## src/design/hsv_to_rgb_converter_defines.svh

```systemverilog
// Assertion macros used by the converter's output stage, hsv_route.
`ifndef HSV_TO_RGB_CONVERTER_DEFINES_SVH
`define HSV_TO_RGB_CONVERTER_DEFINES_SVH

// The consequent must hold in the same cycle as the antecedent.
`define HSV_ASSERT_NOW(label, clock, reset, ante, cons, msg) \
  label: assert property (@(posedge clock) disable iff (reset) (ante) |-> (cons)) \
    else $error(msg);

// The consequent must hold in the cycle after the antecedent.
`define HSV_ASSERT_NEXT(label, clock, reset, ante, cons, msg) \
  label: assert property (@(posedge clock) disable iff (reset) (ante) |=> (cons)) \
    else $error(msg);

`endif

```

## src/design/hsv_pkg.sv

```systemverilog
// Package with the widths, constants and stage payload types of the converter.
package hsv_pkg;

  localparam int FRAC_BITS = 12;

  // Magnitude width of an in-range saturation, value or sector fraction.
  localparam int VW  = FRAC_BITS + 1;
  localparam int VVW = VW + 8;
  localparam int SFW = 2 * VW;
  localparam int MPW = VVW + VW;
  localparam int NPW = VVW + SFW;

  localparam logic signed [17:0] UNIT    = 18'(1 << FRAC_BITS);
  localparam logic signed [17:0] HUE_MAX = 18'(6 << FRAC_BITS);
  localparam logic [VW-1:0]      UNIT_V  = VW'(1) << FRAC_BITS;
  localparam logic [SFW-1:0]     UNIT_SQ = SFW'(1) << (2 * FRAC_BITS);
  localparam logic [7:0]         LEVELS  = 8'd255;

  localparam logic [2:0] SECTOR_1 = 3'd1;
  localparam logic [2:0] SECTOR_2 = 3'd2;
  localparam logic [2:0] SECTOR_3 = 3'd3;
  localparam logic [2:0] SECTOR_4 = 3'd4;
  localparam logic [2:0] SECTOR_5 = 3'd5;

  typedef struct packed {
    logic signed [15:0] hue;
    logic signed [15:0] saturation;
    logic signed [15:0] brightness;
  } hsv_in_t;

  typedef struct packed {
    logic [7:0] red;
    logic [7:0] green;
    logic [7:0] blue;
  } rgb_t;

  typedef struct packed {
    logic           black;
    logic           grey;
    logic [2:0]     sec;
    logic [VVW-1:0] vv;
    logic [VW-1:0]  oms;
    logic [SFW-1:0] sf;
  } s1_t;

  typedef struct packed {
    logic           black;
    logic           grey;
    logic [2:0]     sec;
    logic [VVW-1:0] vv;
    logic [SFW-1:0] np;
    logic [MPW-1:0] mprod;
  } s2_t;

  typedef struct packed {
    logic           black;
    logic           grey;
    logic [2:0]     sec;
    logic [7:0]     rv;
    logic [7:0]     mv;
    logic [NPW-1:0] nprod;
  } s3_t;

endpackage

```

## src/design/hsv_front.sv

```systemverilog
// First pipeline stage: range checks, sector split and the first products.
module hsv_front (
  input  logic            clk,
  input  logic            rst,
  input  logic            in_valid,
  input  hsv_pkg::hsv_in_t in_data,
  output logic            in_ready,
  output logic            out_valid,
  output hsv_pkg::s1_t    out_data,
  input  logic            out_ready
);

  logic signed [17:0]       hx;
  logic signed [17:0]       sx;
  logic signed [17:0]       vx;
  logic [hsv_pkg::VW-1:0]   vmag;
  logic [hsv_pkg::VW-1:0]   smag;
  logic [hsv_pkg::VW-1:0]   fr;
  hsv_pkg::s1_t             s1_next;

  assign hx   = 18'(in_data.hue);
  assign sx   = 18'(in_data.saturation);
  assign vx   = 18'(in_data.brightness);
  assign vmag = vx[hsv_pkg::VW-1:0];
  assign smag = sx[hsv_pkg::VW-1:0];

  always_comb begin
    s1_next.black = (sx < 18'sd0) || (sx > hsv_pkg::UNIT) ||
                    (vx < 18'sd0) || (vx > hsv_pkg::UNIT);
    s1_next.grey  = (hx < 18'sd0) || (hx > hsv_pkg::HUE_MAX);
    s1_next.sec   = hx[hsv_pkg::FRAC_BITS+2:hsv_pkg::FRAC_BITS];
    // Even sectors run the fraction backwards, so a zero fraction becomes one.
    if (s1_next.sec[0]) begin
      fr = {1'b0, hx[hsv_pkg::FRAC_BITS-1:0]};
    end else begin
      fr = hsv_pkg::UNIT_V - {1'b0, hx[hsv_pkg::FRAC_BITS-1:0]};
    end
    s1_next.vv  = hsv_pkg::VVW'(vmag) * hsv_pkg::VVW'(hsv_pkg::LEVELS);
    s1_next.oms = hsv_pkg::UNIT_V - smag;
    s1_next.sf  = hsv_pkg::SFW'(smag) * hsv_pkg::SFW'(fr);
  end

  assign in_ready = !out_valid || out_ready;

  always_ff @(posedge clk) begin
    if (rst) begin
      out_valid <= 1'b0;
    end else if (in_ready) begin
      out_valid <= in_valid;
    end
  end

  always_ff @(posedge clk) begin
    if (in_ready && in_valid) begin
      out_data <= s1_next;
    end
  end

endmodule

```

## src/design/hsv_mult.sv

```systemverilog
// Second and third pipeline stages: the products behind m and n.
module hsv_mult (
  input  logic         clk,
  input  logic         rst,
  input  logic         in_valid,
  input  hsv_pkg::s1_t in_data,
  output logic         in_ready,
  output logic         out_valid,
  output hsv_pkg::s3_t out_data,
  input  logic         out_ready
);

  logic         s2_valid;
  hsv_pkg::s2_t s2;
  hsv_pkg::s2_t s2_next;
  hsv_pkg::s3_t s3_next;
  logic         s2_ready;

  always_comb begin
    s2_next.black = in_data.black;
    s2_next.grey  = in_data.grey;
    s2_next.sec   = in_data.sec;
    s2_next.vv    = in_data.vv;
    s2_next.np    = hsv_pkg::UNIT_SQ - in_data.sf;
    s2_next.mprod = hsv_pkg::MPW'(in_data.vv) * hsv_pkg::MPW'(in_data.oms);
  end

  always_comb begin
    s3_next.black = s2.black;
    s3_next.grey  = s2.grey;
    s3_next.sec   = s2.sec;
    s3_next.rv    = s2.vv[hsv_pkg::FRAC_BITS+7:hsv_pkg::FRAC_BITS];
    s3_next.mv    = s2.mprod[2*hsv_pkg::FRAC_BITS+7:2*hsv_pkg::FRAC_BITS];
    s3_next.nprod = hsv_pkg::NPW'(s2.vv) * hsv_pkg::NPW'(s2.np);
  end

  // A stage may load whenever it is empty or its content moves on.
  assign s2_ready = !out_valid || out_ready;
  assign in_ready = !s2_valid || s2_ready;

  always_ff @(posedge clk) begin
    if (rst) begin
      s2_valid  <= 1'b0;
      out_valid <= 1'b0;
    end else begin
      if (in_ready) begin
        s2_valid <= in_valid;
      end
      if (s2_ready) begin
        out_valid <= s2_valid;
      end
    end
  end

  always_ff @(posedge clk) begin
    if (in_ready && in_valid) begin
      s2 <= s2_next;
    end
    if (s2_ready && s2_valid) begin
      out_data <= s3_next;
    end
  end

endmodule

```

## src/design/hsv_route.sv

```systemverilog
// Output stage: scales n and routes v, n and m to the color channels.
`include "hsv_to_rgb_converter_defines.svh"

module hsv_route (
  input  logic         clk,
  input  logic         rst,
  input  logic         in_valid,
  input  hsv_pkg::s3_t in_data,
  output logic         in_ready,
  output logic         out_valid,
  output hsv_pkg::rgb_t out_data,
  input  logic         out_ready
);

  logic [7:0]    nv;
  hsv_pkg::rgb_t rgb_next;

  assign nv = in_data.nprod[3*hsv_pkg::FRAC_BITS+7:3*hsv_pkg::FRAC_BITS];

  always_comb begin
    priority if (in_data.black) begin
      rgb_next = '0;
    end else if (in_data.grey) begin
      rgb_next = '{red: in_data.rv, green: in_data.rv, blue: in_data.rv};
    end else begin
      // Sector six falls into the default arm together with sector zero.
      unique case (in_data.sec)
        hsv_pkg::SECTOR_1: rgb_next = '{red: nv, green: in_data.rv, blue: in_data.mv};
        hsv_pkg::SECTOR_2: rgb_next = '{red: in_data.mv, green: in_data.rv, blue: nv};
        hsv_pkg::SECTOR_3: rgb_next = '{red: in_data.mv, green: nv, blue: in_data.rv};
        hsv_pkg::SECTOR_4: rgb_next = '{red: nv, green: in_data.mv, blue: in_data.rv};
        hsv_pkg::SECTOR_5: rgb_next = '{red: in_data.rv, green: in_data.mv, blue: nv};
        default:           rgb_next = '{red: in_data.rv, green: nv, blue: in_data.mv};
      endcase
    end
  end

  assign in_ready = !out_valid || out_ready;

  always_ff @(posedge clk) begin
    if (rst) begin
      out_valid <= 1'b0;
    end else if (in_ready) begin
      out_valid <= in_valid;
    end
  end

  always_ff @(posedge clk) begin
    if (in_ready && in_valid) begin
      out_data <= rgb_next;
    end
  end

  `HSV_ASSERT_NEXT(a_black_is_zero, clk, rst,
                   in_valid && in_ready && in_data.black,
                   out_valid && (out_data == '0),
                   "black transaction gave a nonzero color")
  `HSV_ASSERT_NEXT(a_grey_is_flat, clk, rst,
                   in_valid && in_ready && !in_data.black && in_data.grey,
                   (out_data.red == out_data.green) && (out_data.green == out_data.blue),
                   "grey transaction gave unequal channels")
  `HSV_ASSERT_NOW(a_levels_ordered, clk, rst,
                  in_valid && !in_data.black && !in_data.grey,
                  (in_data.mv <= nv) && (nv <= in_data.rv),
                  "channel levels out of order m <= n <= v")

endmodule

```

## src/design/hsv_to_rgb_converter.sv

```systemverilog
// Top level of the pipelined HSV to RGB pixel converter.
//
//   channel   direction   handshake              payload
//   in        input       in_valid / in_stall    hsv_pkg::hsv_in_t (hue, saturation, brightness)
//   out       output      out_valid / out_stall  hsv_pkg::rgb_t (red, green, blue)
//
// One pixel enters every clock while in_stall is low; a result passes the front, s2, s3
// and output registers after the edge that accepts its transaction.
// The four register stages are set by the multiplier chain: v*255 and s*f, then
// v*255*(1-s), then v*255*(1-s*f), then the channel routing into the output register.
// Reset clears only the stage valid bits; payload registers are not reset.
// Each stage loads when it is empty or its content moves on, so a stalled output
// still lets earlier stages fill, and a stall loses or repeats nothing.
module hsv_to_rgb_converter (
  input  logic             clk,
  input  logic             rst,
  input  logic             in_valid,
  output logic             in_stall,
  input  hsv_pkg::hsv_in_t in_data,
  output logic             out_valid,
  input  logic             out_stall,
  output hsv_pkg::rgb_t    out_data
);

  logic         front_ready;
  logic         s1_valid;
  hsv_pkg::s1_t s1_data;
  logic         mult_ready;
  logic         s3_valid;
  hsv_pkg::s3_t s3_data;
  logic         route_ready;

  assign in_stall = !front_ready;

  hsv_front u_front (
    .clk       (clk),
    .rst       (rst),
    .in_valid  (in_valid),
    .in_data   (in_data),
    .in_ready  (front_ready),
    .out_valid (s1_valid),
    .out_data  (s1_data),
    .out_ready (mult_ready)
  );

  hsv_mult u_mult (
    .clk       (clk),
    .rst       (rst),
    .in_valid  (s1_valid),
    .in_data   (s1_data),
    .in_ready  (mult_ready),
    .out_valid (s3_valid),
    .out_data  (s3_data),
    .out_ready (route_ready)
  );

  hsv_route u_route (
    .clk       (clk),
    .rst       (rst),
    .in_valid  (s3_valid),
    .in_data   (s3_data),
    .in_ready  (route_ready),
    .out_valid (out_valid),
    .out_data  (out_data),
    .out_ready (!out_stall)
  );

endmodule

```

## config.mk

```make
export PLATFORM = sky130hd
export DESIGN_NAME = hsv_to_rgb_converter
export DESIGN_NICKNAME = d
export VERILOG_FILES = /design/src/design/hsv_pkg.sv /design/src/design/hsv_front.sv /design/src/design/hsv_mult.sv /design/src/design/hsv_route.sv /design/src/design/hsv_to_rgb_converter.sv
export VERILOG_INCLUDE_DIRS = /design/src /design/src/design
export SDC_FILE = /design/constraint.sdc
export NUM_CORES = 2
export LEC_CHECK = 0
export BUFFER_PORTS_ARGS = -buffer_cell sky130_fd_sc_hd__buf_2
export CAP_MARGIN = 10
export CORE_ASPECT_RATIO = 0.7
export CORE_MARGIN = 3
export CORE_UTILIZATION = 55
export DETAILED_ROUTE_END_ITERATION = 16
export HOLD_SLACK_MARGIN = 0.02
export PLACE_DENSITY = 0.71
export SLEW_MARGIN = 20
export SYNTH_ARGS = -nofsm -noshare
export SYNTH_HDL_FRONTEND = slang
export SYNTH_HIERARCHICAL = 1
export SYNTH_SLANG_ARGS = --single-unit
```

## constraint.sdc

```tcl
create_clock -name clk -period 11.4 [get_ports clk]
set_clock_uncertainty 0.1 [all_clocks]
set_input_delay 1.71 -clock clk [delete_from_list [all_inputs] [get_ports clk]]
set_output_delay 1.71 -clock clk [all_outputs]
set_load 0.01 [all_outputs]
```

* After elaboration in Yosys (flattened, before gate mapping)
Cells that the tools add are included.
** Operators by class
- Multiply operators :: 4
- Reduce and logical (&&, ||, !) cells :: 18
- Equality and inequality tests :: 5
- $add $sub $neg :: 3
- Mux-type cells :: 3
- Magnitude comparators :: 6
** Operators with widths (count)
- 24-bit case mux with 5 select lines :: 1
- 16-bit by 1-bit less-than comparator with 1-bit output, second input constant :: 3
- 21-bit by 26-bit multiplier with 44-bit output :: 1
- 16-bit by 14-bit greater-than comparator with 1-bit output, second input constant :: 2
- 21-bit by 13-bit multiplier with 32-bit output :: 1
- 13-bit by 13-bit multiplier with 26-bit output :: 1
- 25-bit by 26-bit subtractor with 26-bit output, first input constant :: 1
- 24-bit 2-to-1 mux :: 1
- 13-bit by 8-bit multiplier with 21-bit output, second input constant :: 1
- 16-bit greater-than comparator, second input constant :: 1
- 13-bit 2-to-1 mux :: 1
- 13-bit by 12-bit subtractor with 13-bit output, first input constant :: 1
- 13-bit subtractor, first input constant :: 1
- 1-bit logical OR :: 8
- 3-bit by 2-bit == test with 1-bit output, second input constant :: 2
- 3-bit == test, second input constant :: 2
- 1-bit zero test :: 6
- 1-bit logical AND :: 4
- 3-bit by 1-bit == test with 1-bit output, second input constant :: 1
** Storage, ports and cells
- Output and inout port bits :: 26
- Register bits after elaboration :: 242
- Input bits :: 52

* Longest topological paths before layout
- Word-level depth :: 6
- Mapped depth :: 26
- Gate-level depth less buffers :: 25

* By module
Netlist, hierarchy kept.
** By module, submodules not included
- hsv_mult :: sequential area each 3883.7 sq um, times used 1, cells each 3126, area an instance 29838.6 sq um
- hsv_front :: sequential area each 1971.9 sq um, times used 1, cells each 1103, area an instance 10734.0 sq um
- hsv_route :: sequential area each 740.7 sq um, times used 1, cells each 164, area an instance 1721.7 sq um
- hsv_to_rgb_converter :: sequential area each 0.0 sq um, times used 1, cells each 2, area an instance 7.5 sq um

* Worst setup path after synthesis
No wires, ideal clock.
- Path kind :: in2reg
- From :: input port in_data[32] (netlist bit)
- To :: register u_front/out_data[24] (netlist bit), data pin
- Setup slack :: 4.053 ns
- Data arrival time :: 6.985 ns
- Setup time :: 0.262 ns
- Stages :: 22
- Path through :: inv_1 ha_1 nor2b_1 a21oi_1 xnor2_1 clkbuf_1 nand2_1 fa_1 fa_1 fa_1 inv_1 fa_1 inv_1 fa_1 inv_1 ha_1 a211oi_1 nor2_1 a211oi_1 o31a_1 o21ai_1 xor2_1
** RTL lines
- start, declared :: line hsv_to_rgb_converter.sv:19 : input hsv_pkg::hsv_in_t in_data,
- end signal, assigned :: line hsv_front.sv:55 : out_data <= s1_next;
- end, declared :: line hsv_front.sv:9 : output hsv_pkg::s1_t out_data,

==> run metrics <==
CP startpoint in_data[32]; fin worst setup slack 3340 ps; dpl cells 5103; gr usage total 26.5%; Final Max Slew Viols 0; initial core utilization 55.9%; largest net degree at the start of global routing 66; CP Cell Sequence buf_2, inv_1, ha_1, nor2b_1, a21oi_1, xnor2_1, nand2_1, fa_1, fa_1, fa_1, inv_1, fa_1, inv_1, fa_1, inv_1, ha_1, a211oi_1, nor2_1, a211oi_1, o31a_1, o21ai_1, xor2_1; final worst path period need 8060 ps; CTS resizes 0; actual slew at the worst max-slew pin 1180 ps; root buf cell clkbuf_16; CTS tree built; share of cells above drive strength 1 4.39%; Max clock buf depth 2; most used cell, CP fa_1; f_max 124 MHz; core area 72000 µm²; Non-Filler Instances 5137; crit start category input port; 1st-iter DRT viols 2443; worst hold path depth 0; via count 28036; placer congestion estimate 0.899; Die Height 232 µm; final period utilization 70.7%; Finished Core Util 58.1%; vias in the first global route 29291; CP max stage cell xnor2_1; H-tree levels 4; WP data required 11490 ps; dpl ws 2920 ps; HP Class reg2reg; WP data arrival 8160 ps; Final HPWL DP 73.6 mm; Yosys warnings 6; DIE AREA 76500 µm²; critical path depth 22; Syn Inst Count 4236; Syn Nets 5454; Total Routed Length 97.1 mm; R2R Path End u_mult/out_data[41]; Post-route DRC 0; setup_tns 0 ps; crit path capture type flop; post-synthesis area per instance 9.50 µm²; CP top delay family adder cells; Num CTS Buffers 17; r2r setup slk 3520 ps; clk sinks 182; I/O Buffers 77; drt first pass iters 6; I/O Pins 78; worst path bufs/invs 5; FF-to-FF Start u_mult/s2[42]; Worst Setup EP u_front/out_data[24]; WL/cell 18.9 µm; FF-to-FF path depth 24; Largest stage delay, worst path 820 ps; Setup violations, final 0; crit path kind in2reg; outcome complete, no violations; Worst-Skew Late Latency 460 ps; Routed Antenna Nets 0; final hold violation count 0; initial antenna violation count 3; RSZ-0062 raised after global routing false; CP Max Fanout 13; Overflow after GRT 0; Synth Cell Area 40200 µm²; FP Rows 82; max cap viols 0; Final nets 5376; Worst-path clk slew 60 ps; Post CTS Setup Buffer Count 0; hold-fix buffer count after cts 0; P&R area growth vs syn 3.98%; Die W 329 µm; first-pass GRT wire length 159 mm; Slew headroom 21.3%; n_diodes 0; Via density 5.46
[cells in the final DEF, fill, tap and decap left out, types with 14 or more instances in the layout]
| cell | n |
|---|---|
| ha_1 | 331 |
| nor2b_1 | 17 |
| o21ai_0 | 49 |
| edfxtp_1 | 178 |
| fa_1 | 835 |
| nand2_1 | 610 |
| and2_1 | 433 |
| nand4_1 | 23 |
| o21bai_1 | 15 |
| a31oi_1 | 17 |
| nor2_1 | 78 |
| o2bb2ai_1 | 14 |
| a21o_1 | 33 |
| nor3_1 | 24 |
| a22oi_1 | 18 |
| clkbuf_16 | 17 |
| a21oi_1 | 90 |
| nand3_1 | 19 |
| buf_4 | 30 |
| a211oi_1 | 15 |
| buf_2 | 77 |
| inv_1 | 964 |
| xnor2_1 | 64 |
| xor2_1 | 35 |
[routing by layer]
metal	wire length [µm]	GRT usage (%)	vias up	share of wire, %
met2	41200	39.2	1229	42
met4	1140	4.15	0	1.2
li1	-	-	12585	-
met3	10300	6.31	87	11
met1	44500	40.5	14135	46
met5	0	0	-	0
[sequential cells by signal, indices dropped and copies added, names as in the netlist]
name	count
u_mult/out_data	29
u_mult/s2	60
u_front/out_data	65
u_mult/out_valid	1
u_mult/s2_valid	1
u_route/out_valid	1
u_front/out_valid	1
u_route/out_data	24
[metrics by stage]
stage	hold slack [ps]	cell area (µm²)
after floorplan	300	40200
after global placement	303	41300
after detailed placement	305	41300
after CTS	321	41800
after global routing	331	41800
final	318	41800
[cell type report]
| cell class | count | area, µm² |
|---|---|---|
| Clock buffer | 19 | 433 |
| Fill cell | 6199 | 30200 |
| Clock inverter | 13 | 126 |
| Multi-Input combinational cell | 2884 | 30400 |
| Tap cell | 966 | 1210 |
| Inverter | 964 | 3620 |
| Sequential cell | 182 | 5430 |
| Timing Repair Buffer | 109 | 641 |
[how the worst min path moves through the flow]
stage,slack [ps],startpoint,to
final,320,u_mult/s2[27],u_mult/out_data[50]
after global routing,330,u_mult/s2[24],u_mult/out_data[47]
after CTS,320,u_mult/s2[27],u_mult/out_data[50]
after detailed placement,310,u_mult/s2[27],u_mult/out_data[50]
after global placement,300,u_mult/s2[28],u_mult/out_data[51]
after floorplan,300,u_mult/s2[24],u_mult/out_data[47]
Power is left out: the tool's default activity adds up to more than one toggle a clock period on the data nets, which glitch-free logic cannot reach.
